$ cat src/capde_pkg.sv
package capde_pkg;

  // Field and register widths.
  localparam int SAMPLE_W   = 16;
  localparam int GAIN_W     = 15;
  localparam int WET_W      = 16;
  localparam int CLEN_W     = 14;
  localparam int ALEN_W     = 11;
  localparam int LINE_W     = 32;
  localparam int IN_SHIFT   = 8;
  localparam int Q15_SHIFT  = 15;
  localparam int CFG_IDX_W  = 3;
  localparam int CFG_DATA_W = 16;

  // Default line depths.
  localparam int COMB_DEPTH_DEF    = 8192;
  localparam int ALLPASS_DEPTH_DEF = 1024;

  // Register indexes on the configuration port.
  localparam logic [CFG_IDX_W-1:0] REG_COMB_GAIN  = 3'd0;
  localparam logic [CFG_IDX_W-1:0] REG_AP_GAIN    = 3'd1;
  localparam logic [CFG_IDX_W-1:0] REG_WET_MIX    = 3'd2;
  localparam logic [CFG_IDX_W-1:0] REG_COMB_LEN   = 3'd3;
  localparam logic [CFG_IDX_W-1:0] REG_AP_LEN     = 3'd4;

  // Register reset values.
  localparam logic [GAIN_W-1:0] COMB_GAIN_RST = 15'd26378;
  localparam logic [GAIN_W-1:0] AP_GAIN_RST   = 15'd22938;
  localparam logic [WET_W-1:0]  WET_MIX_RST   = 16'd16384;
  localparam logic [CLEN_W-1:0] COMB_LEN_RST  = 14'd6500;
  localparam logic [ALEN_W-1:0] AP_LEN_RST    = 11'd960;

  // Unity in Q1.15.
  localparam logic [WET_W:0] Q15_ONE = 17'd32768;

  typedef struct packed {
    logic [GAIN_W-1:0] comb_gain;
    logic [GAIN_W-1:0] ap_gain;
    logic [WET_W-1:0]  wet_mix;
    logic [CLEN_W-1:0] comb_len;
    logic [ALEN_W-1:0] ap_len;
  } cfg_t;

  // Commands from the controller to the datapath.
  typedef struct packed {
    logic clear;    // zero the swept word of each line within its depth
    logic load;     // capture the input transaction
    logic rd_line;  // read both delay lines
    logic prod_c;   // gain products of the comb word
    logic sum_c;    // comb feedback word and allpass output
    logic prod_y;   // allpass feedback and mix products
    logic commit;   // load result; with the effect on, also write lines and advance pointers
  } cmd_t;

  typedef struct packed {
    logic clr_last; // clearing pass writes its last word this cycle
  } sts_t;

  // Saturate a 34-bit sum to the signed 32-bit range.
  function automatic logic signed [LINE_W-1:0] sat32(input logic signed [LINE_W+1:0] v);
    logic signed [LINE_W-1:0] r;
    if (!v[LINE_W+1] && (v[LINE_W] || v[LINE_W-1])) begin
      r = {1'b0, {(LINE_W-1){1'b1}}};
    end else if (v[LINE_W+1] && !(v[LINE_W] && v[LINE_W-1])) begin
      r = {1'b1, {(LINE_W-1){1'b0}}};
    end else begin
      r = v[LINE_W-1:0];
    end
    return r;
  endfunction

endpackage

$ cat src/capde_ctrl.sv
module capde_ctrl (
  input  logic              clk_i,
  input  logic              rst_ni,
  input  logic              s_tvalid_i,
  input  logic              in_on_i,
  input  logic              m_tready_i,
  output logic              s_tready_o,
  output logic              m_tvalid_o,
  output capde_pkg::cmd_t   cmd_o,
  input  capde_pkg::sts_t   sts_i
);

  localparam logic [2:0] ST_CLEAR = 3'd0;
  localparam logic [2:0] ST_IDLE  = 3'd1;
  localparam logic [2:0] ST_READ  = 3'd2;
  localparam logic [2:0] ST_PRODC = 3'd3;
  localparam logic [2:0] ST_SUMC  = 3'd4;
  localparam logic [2:0] ST_PRODY = 3'd5;
  localparam logic [2:0] ST_DONE  = 3'd6;

  logic [2:0] state_q, state_d;
  logic       outv_q, outv_d;

  always_comb begin
    state_d    = state_q;
    cmd_o      = '0;
    s_tready_o = 1'b0;
    case (state_q)
      ST_CLEAR: begin
        cmd_o.clear = 1'b1;
        if (sts_i.clr_last) begin
          state_d = ST_IDLE;
        end
      end
      ST_IDLE: begin
        s_tready_o = 1'b1;
        if (s_tvalid_i) begin
          cmd_o.load = 1'b1;
          state_d    = in_on_i ? ST_READ : ST_DONE;
        end
      end
      ST_READ: begin
        cmd_o.rd_line = 1'b1;
        state_d       = ST_PRODC;
      end
      ST_PRODC: begin
        cmd_o.prod_c = 1'b1;
        state_d      = ST_SUMC;
      end
      ST_SUMC: begin
        cmd_o.sum_c = 1'b1;
        state_d     = ST_PRODY;
      end
      ST_PRODY: begin
        cmd_o.prod_y = 1'b1;
        state_d      = ST_DONE;
      end
      ST_DONE: begin
        // The result register must be free or emptying this cycle.
        if (!outv_q || m_tready_i) begin
          cmd_o.commit = 1'b1;
          state_d      = ST_IDLE;
        end
      end
      default: begin
        state_d = ST_CLEAR;
      end
    endcase
  end

  always_comb begin
    outv_d = outv_q;
    if (cmd_o.commit) begin
      outv_d = 1'b1;
    end else if (m_tready_i) begin
      outv_d = 1'b0;
    end
  end

  assign m_tvalid_o = outv_q;

  always_ff @(posedge clk_i or negedge rst_ni) begin
    if (!rst_ni) begin
      state_q <= ST_CLEAR;
      outv_q  <= 1'b0;
    end else begin
      state_q <= state_d;
      outv_q  <= outv_d;
    end
  end

endmodule

$ cat config.mk
export PLATFORM = sky130hd
export DESIGN_NAME = capde_ctrl
export DESIGN_NICKNAME = d
export VERILOG_FILES = /design/src/capde_pkg.sv /design/src/capde_ctrl.sv
export SDC_FILE = /design/constraint.sdc
export NUM_CORES = 1
export LEC_CHECK = 0
export BUFFER_PORTS_ARGS = -buffer_cell sky130_fd_sc_hd__buf_2
export CAP_MARGIN = 20
export CELL_PAD_IN_SITES_DETAIL_PLACEMENT = 1
export CELL_PAD_IN_SITES_GLOBAL_PLACEMENT = 2
export CORE_MARGIN = 2
export CORE_UTILIZATION = 22
export DETAILED_ROUTE_END_ITERATION = 16
export GPL_ROUTABILITY_DRIVEN = 1
export HOLD_SLACK_MARGIN = 0.08
export PLACE_DENSITY = 0.8
export SLEW_MARGIN = 20
export SYNTH_ARGS = -nofsm -noshare
export SYNTH_HDL_FRONTEND = slang
export SYNTH_SLANG_ARGS = --single-unit
$ cat constraint.sdc
create_clock -name clk_i -period 1.3 [get_ports clk_i]
set_clock_uncertainty 0.2 [all_clocks]
set_input_delay 0.065 -clock clk_i [delete_from_list [all_inputs] [get_ports clk_i]]
set_output_delay 0.065 -clock clk_i [all_outputs]
set_load 0.02 [all_outputs]
# --- After elaboration in Yosys (flattened, before gate mapping) ---
# Cells that the tools add are included.
word_totals:
  ram_bits: 0
  out_inout_bits: 9
  inputBits: 6
  mem_count: 0
  regBits: 4
  latchBits: 0
  mem_bits_ro: 0
  elab_cells: 33
op_classes:
  n_eq_ne: 9
  shifts: 0
  muxes: 17
  reduce_logical: 5
  bitwise: 0
  div: 0
  addsub: 0
  order_cmp: 0
  n_mul: 0
ops:
  columns: ["cell", "count"]
  rows:
  - ["$pmux 3 s7", 1]
  - ["$mux 1", 12]
  - ["$mux 3", 4]
  - ["$eq 3x3->1 const B", 3]
  - ["$eq 3x2->1 const B", 2]
  - ["$ne 2x2->1 const B", 3]
  - ["$eq 3x1->1 const B", 1]
  - ["$logic_not 3->1", 1]
  - ["$reduce_and 3->1", 1]
  - ["$reduce_bool 2->1", 1]
  - ["$logic_not 1->1", 1]
  - ["$logic_or 1x1->1", 1]

# --- Logic depth before layout (Yosys ltp) ---
# Gate-level depths: netlist of run 1.
logic_depth:
  depth_word: 5
  ltp_mapped: 4

# --- Least setup slack after synthesis of run 1 ---
# OpenSTA, ideal clock, no wires.
synth_timing:
  path_type: "reg-to-output"
  start: "register state_q[1]"
  end: "output cmd_o[5] (netlist name)"
  t_required_ns: 1.035
  stages_incl_launch_ff: 3
  n_path_buf: 0
  path_slack_ns: -0.262
  t_arrival_ns: 1.297
  path_cell_list: "dfrtp_1 -> nor3b_1 -> and2_1"
synth_rtl:
  columns: ["element", "line_no", "rtl"]
  rows:
  - ["from (decl)", "capde_ctrl.sv:21", "logic [2:0] state_q, state_d;"]
  - ["from (signal assigned)", "capde_ctrl.sv:87", "state_q <= state_d;"]
  - ["to (decl)", "capde_ctrl.sv:9", "output capde_pkg::cmd_t cmd_o,"]

==> metrics.txt, run 1 <==
status=finished, violations left; violations in the final reports=negative setup slack; mux share of post-synthesis cell area=3.419%; Synth Area in XOR/XNOR=0%; Pre-Repair DR Iteration Count=2; Clock transition at path regs=around 0.040 ns; Slew headroom=83.96%; switching pwr=552.2 uW; final net count=between 60 and 70; die span in x=between 40 and 50 um; synthesized cell area=just under 300 sq um; max-slew violations=0; post-synth top area share=34.19%; WHS=0.1063 ns; Slew @ Worst Pin=0.2379 ns; cells after synthesis=31; most area-hungry cell type in the Yosys netlist=dfrtp_1; Clock Path Buffers=2; wirelength, routed=782 um; TritonCTS Buffers=3; combinational family with the most area after synthesis=simple AND/OR/NAND/NOR gates; first-pass GRT wire length=around 1200 um; syn avg cell area=between 9 and 10 sq um; M3 GR Usage=5.000%; syn_nets=37; pre-CTS setup slack=-0.008865 ns; initial DRC count=1; chip height=40.48 um; Unique masters post-synth=19; Final period util=114.0%; die area=between 1500 and 2000 sq um; Filler cells=about 160; design area=around 560 sq um; routed length per instance=slightly above 10 um; Final Worst Setup Slack=-0.1818 ns; Hold Vio Cnt, Final=0; H-tree Lvls=1; port bufs=14; DR vias/cell=4.368; EDFF count, synth=0; Static Leak=around 0.00029 uW; Worst-Skew Late Latency=approximately 0.23 ns; Tightest Hold Check Type=in -> reg; M1 GR Usage=between 10% and 20%; total grt overflow=0; sequential share of power=about a fifth; Placer Congestion=0.7125; Vias=332; Overall Global Routing Usage=between 10 and 15%; clock period minus worst slack=about 1.5 ns; TritonCTS clock tree=built; maximum clock rate=between 0.6 and 0.7 GHz; CP endpoint kind=primary output; Yosys warnings=0; CP arrival=about 1.2 ns; number of nets still failing antenna checks after routing=0; clock network fraction of total power=between 10% and 20%; Initial Util=roughly 23%; share of cells above drive strength 1=roughly three fifths; Crit Path Category=reg -> out; Synth Area in Simple Gates=30.77%; total of max-cap violations=0; Detail Placement HPWL=roughly 540 um; Placed Instance Area=~400 sq um; Pint=811.8 uW; top_reg_cell synth=dfrtp_1; Peak VDD IR=between 0.0009 and 0.001 V; Core Footprint=between 1000 and 1500 sq um; Comb power frac=67.8%; GRT busiest layer=met2; largest net degree at the start of global routing=13; sequential element share of the synthesized area=34.19%; Setup Viol. Count Final=8; Syn-to-layout area delta=92.31%; GRT met2 Usage=approximately 18%; PD cells=roughly 2400 nW/um^2; sinks on the clock net=4; I/O pin count=15; CP startpoint kind=register; vias in the first global route=between 300 and 400; cell with the most instances after synthesis=dfrtp_1; largest cells by area after synthesis=dfrtp_1, buf_4, and3b_2; Antenna Diode Count=0; Seq cells post-synth=4; antenna violations before repair=0; crit path max fanout=4; Rows=13; RSZ-0062 raised after global routing=yes; top post-synthesis cells by count=dfrtp_1, buf_4; Synth Area in Adders=0%; DRC viols=0; WP data required=a little over 1 ns; Switching Fraction=roughly two fifths; Compound-Gate Fraction of Synth Area=approximately 20%; root buffer cell=clkbuf_4; Async SR Flop Fraction=100.0%
## kinds of logic after synthesis
group / count (synthesis)
flip-flops: 4
buffers and inverters: 4
AND/OR/NAND/NOR: 14
multiplexers: 1
AO/OA/AOI/OAI: 8
## cell type report
type	instances	area, sq um	share of cell area, %
repair buffers	31	246.5	43.78
multi-input cells	23	172.7	30.67
clock buffers	3	22.52	4.000
well taps	15	18.77	3.333
flip-flops and latches	4	102.6	18.22
## power groups by stage
| stage | sequential (uW) | combinational, uW | clock (uW) |
|---|---|---|---|
| 2_1_floorplan | 246 | 521 | 0 |
| 3_3_place_gp | 294 | 660 | 0 |
| 3_5_place_dp | 298 | 670 | 0 |
| 4_1_cts | 295 | 853 | 158 |
| 5_1_grt | 306 | 997 | 166 |
| 6_report | 290 | 924 | 150 |
## layout by cell type, fill, tap and decap left out, types with 2 or more instances in the layout
cell type       n
a21oi_1         2
and3b_2         2
buf_2           8
buf_4          12
buf_6           5
clkbuf_4        3
dfrtp_1         2
dfrtp_2         2
dlygate4sd3_1   6
nand2b_1        2
nor2_1          2
nor2b_1         2
nor3b_2         2
## flip-flops by register name (all words and copies together) (netlist names)
signal / flops
m_tvalid_o: 1
state_q: 3
## final timing paths
kind	startpoint	to	slack (ns)	depth (start not counted)
worst min-delay path	m_tready_i	state_q[0]	0.11	4
max in group asynchronous	rst_ni	state_q[1]	0.19	3
worst max register to register	state_q[0]	state_q[0]	0.02	3
worst max-delay path	state_q[2]	cmd_o[5]	-0.18	4
min in group asynchronous	rst_ni	m_tvalid_o	0.52	3
worst min register to register	m_tvalid_o	m_tvalid_o	0.37	2
## worst max-delay path: stages, from the launching register on
cell and delay [ns]:
dfrtp_1 0.40, buf_4 0.15, nor3b_2 0.17, and2_1 0.16
buf_6 0.12
## metal layers
| metal | share of wire (%) | wire (um) | up-vias |
|---|---|---|---|
| li1 | - | - | 166 |
| met1 | 46 | 362 | 159 |
| met2 | 51 | 398 | 7 |
| met3 | 2.8 | 22 | 0 |
| met4 | 0 | 0 | 0 |
| met5 | 0 | 0 | - |
## stage by stage
stage          power [uW]  utilization (%)  cells  setup TNS, ns
2_1_floorplan       766.8                -     31       -0.03278
3_3_place_gp        954.0            31.16     61              0
3_5_place_dp        967.9            31.16     61      -0.008865
4_1_cts              1306            42.60     74        -0.9268
5_1_grt              1469            44.38     76         -1.312
6_report             1364            44.38     76        -0.8301
## repair_timing
action	CTS	global route
pin swaps	1	0
buffers inserted	4	2
endpoints found under the hold margin	8	0
gates resized for setup	13	3
endpoints found under the setup margin	8	9
hold buffers	6	0
No activity file was read; power rests on OpenSTA's default activity.
==> run 2, diff against run 1 <==
Settings changed: SETUP_SLACK_MARGIN from default to 0.3.
==> metrics.txt, run 2 (synthesis gave the netlist of run 1 again) <==
routed length per instance=about 12 um; commonest non-fill, non-tap cells in the layout=buf_4, buf_2, buf_6; number of flip-flops in the largest register=3; placed insts=62; first-pass GRT wire length=approximately 1400 um; number of nets still failing antenna checks after routing=0; Hold-fix buffers, CTS=1; DRC viols=0; largest net degree at the start of global routing=10; sinks on the clock net=4; Core Footprint=between 1000 and 1500 sq um; Post-Layout Cell Count=74; DR vias/cell=about 4.4; clock period minus worst slack=between 1.5 and 2 ns; Crit Path Category=reg -> out; WP data required=1.03 ns; Rows=13; Vias=around 330; vias in the first global route=340; most common cell after layout, fill and taps aside=buf_4; final net count=66; Setup Viol. Count Final=9; die area=1639 sq um; Clock transition at path regs=around 0.040 ns; Peak VDD IR=between 0.0009 and 0.001 V; chip height=a little over 40 um; Slew @ Worst Pin=~0.23 ns; CP endpoint kind=primary output; Final period util=115.9%; violations in the final reports=negative hold slack, negative setup slack; share of cells above drive strength 1=between 70 and 80%; Filler cells=150; crit path max fanout=4; post-layout power=between 1500 and 2000 uW; RSZ-0062 raised after global routing=yes; Worst-Skew Late Latency=~0.24 ns; CP arrival=roughly 1.2 ns; Pre-Repair DR Iteration Count=4; setup_tns=-1.250 ns; die span in x=between 40 and 50 um; Overall Global Routing Usage=between 10 and 15%; Tightest Hold Check Type=in -> reg; initial DRC count=3; Slew headroom=a little over four fifths; Final Worst Setup Slack=-0.2073 ns; WHS=-0.06898 ns; wirelength, routed=about 900 um; Clock Path Buffers=2; maximum clock rate=0.6635 GHz; Hold Vio Cnt, Final=8; Initial Util=a little under a quarter; Static Leak=approximately 0.00029 uW; H-tree Lvls=1; TritonCTS Buffers=3; Antenna Diode Count=0; port bufs=14; antenna violations before repair=0; CP startpoint kind=register; max-slew violations=0; TritonCTS clock tree=built; Util after Layout=~46%; Syn-to-layout area delta=99.57%; Placer Congestion=between 0.7 and 0.8; total of max-cap violations=0; root buffer cell=clkbuf_4; Detail Placement HPWL=~540 um; Biggest register=state_q; I/O pin count=15; status=finished, violations left; total grt overflow=0; PD cells=2761 nW/um^2
==> run 2: cell types whose count changed in the layout (fill, tap and decap cells not counted), sizes merged <==
cell         previous run  this run
dlygate4sd3             6         1
clkbuf                  3         4
buf                    25        27
==> run 2: path summary, 6_finish.rpt <==
| check | slack [ns] | cells after the start | start | endpoint |
|---|---|---|---|---|
| worst max-delay path | -0.21 | 4 | state_q[2] | cmd_o[5] |
| worst min-delay path | -0.07 | 4 | s_tvalid_i | state_q[0] |
| worst max register to register | 0 | 4 | state_q[1] | state_q[2] |
| worst min register to register | 0.39 | 2 | m_tvalid_o | m_tvalid_o |
| max in group asynchronous | 0.81 | 2 | rst_ni | state_q[1] |
| min in group asynchronous | -0.04 | 2 | rst_ni | state_q[2] |
==> run 2: cell type report <==
type | count | area [sq um] | area share, %
Clock buffer | 4 | 26.28 | 4.497
Tap cell | 15 | 18.77 | 3.212
Timing Repair Buffer | 28 | 221.5 | 37.90
Multi-Input combinational cell | 23 | 214.0 | 36.62
Sequential cell | 4 | 103.9 | 17.77
==> run 2: what timing repair did <==
| item | 4_1_cts | 5_1_grt |
|---|---|---|
| endpoints found under the hold margin | 8 | 8 |
| setup buffers | 5 | 2 |
| gates resized for setup | 16 | 6 |
| setup endpoints to repair | 13 | 13 |
| pin swaps | 2 | 1 |
==> run 2: critical path, cell delays in order, from the launching register on <==
cell	delay, ns
dfrtp_1	0.41
buf_6	0.14
nor3b_4	0.18
and2_4	0.17
buf_6	0.11
==> run 2: metrics by stage <==
| step | worst slack [ns] | area [sq um] |
|---|---|---|
| after global routing | -0.2705 | 584.3 |
| after global placement | 0.01339 | 426.7 |
| after floorplan | 0.09229 | 330.3 |
| after detailed placement | -0.007627 | 426.7 |
| after CTS | -0.1762 | 544.3 |
| final | -0.2073 | 584.3 |
==> run 2: where the power goes <==
group          switching [uW]  internal (uW)  total, uW
combinational             501            645       1150
clock                    58.6            116        174
sequential               96.8            196        293
total                     657            957       1610
==> run 2: metal layers <==
layer  vias to the layer above  wire, um  global-route usage (%)
li1                        164         -                       -
met1                       155       358                   12.96
met2                         9       495                   25.00
met3                         0        49                   6.667
met4                         0         0                       0
met5                         -         0                       0
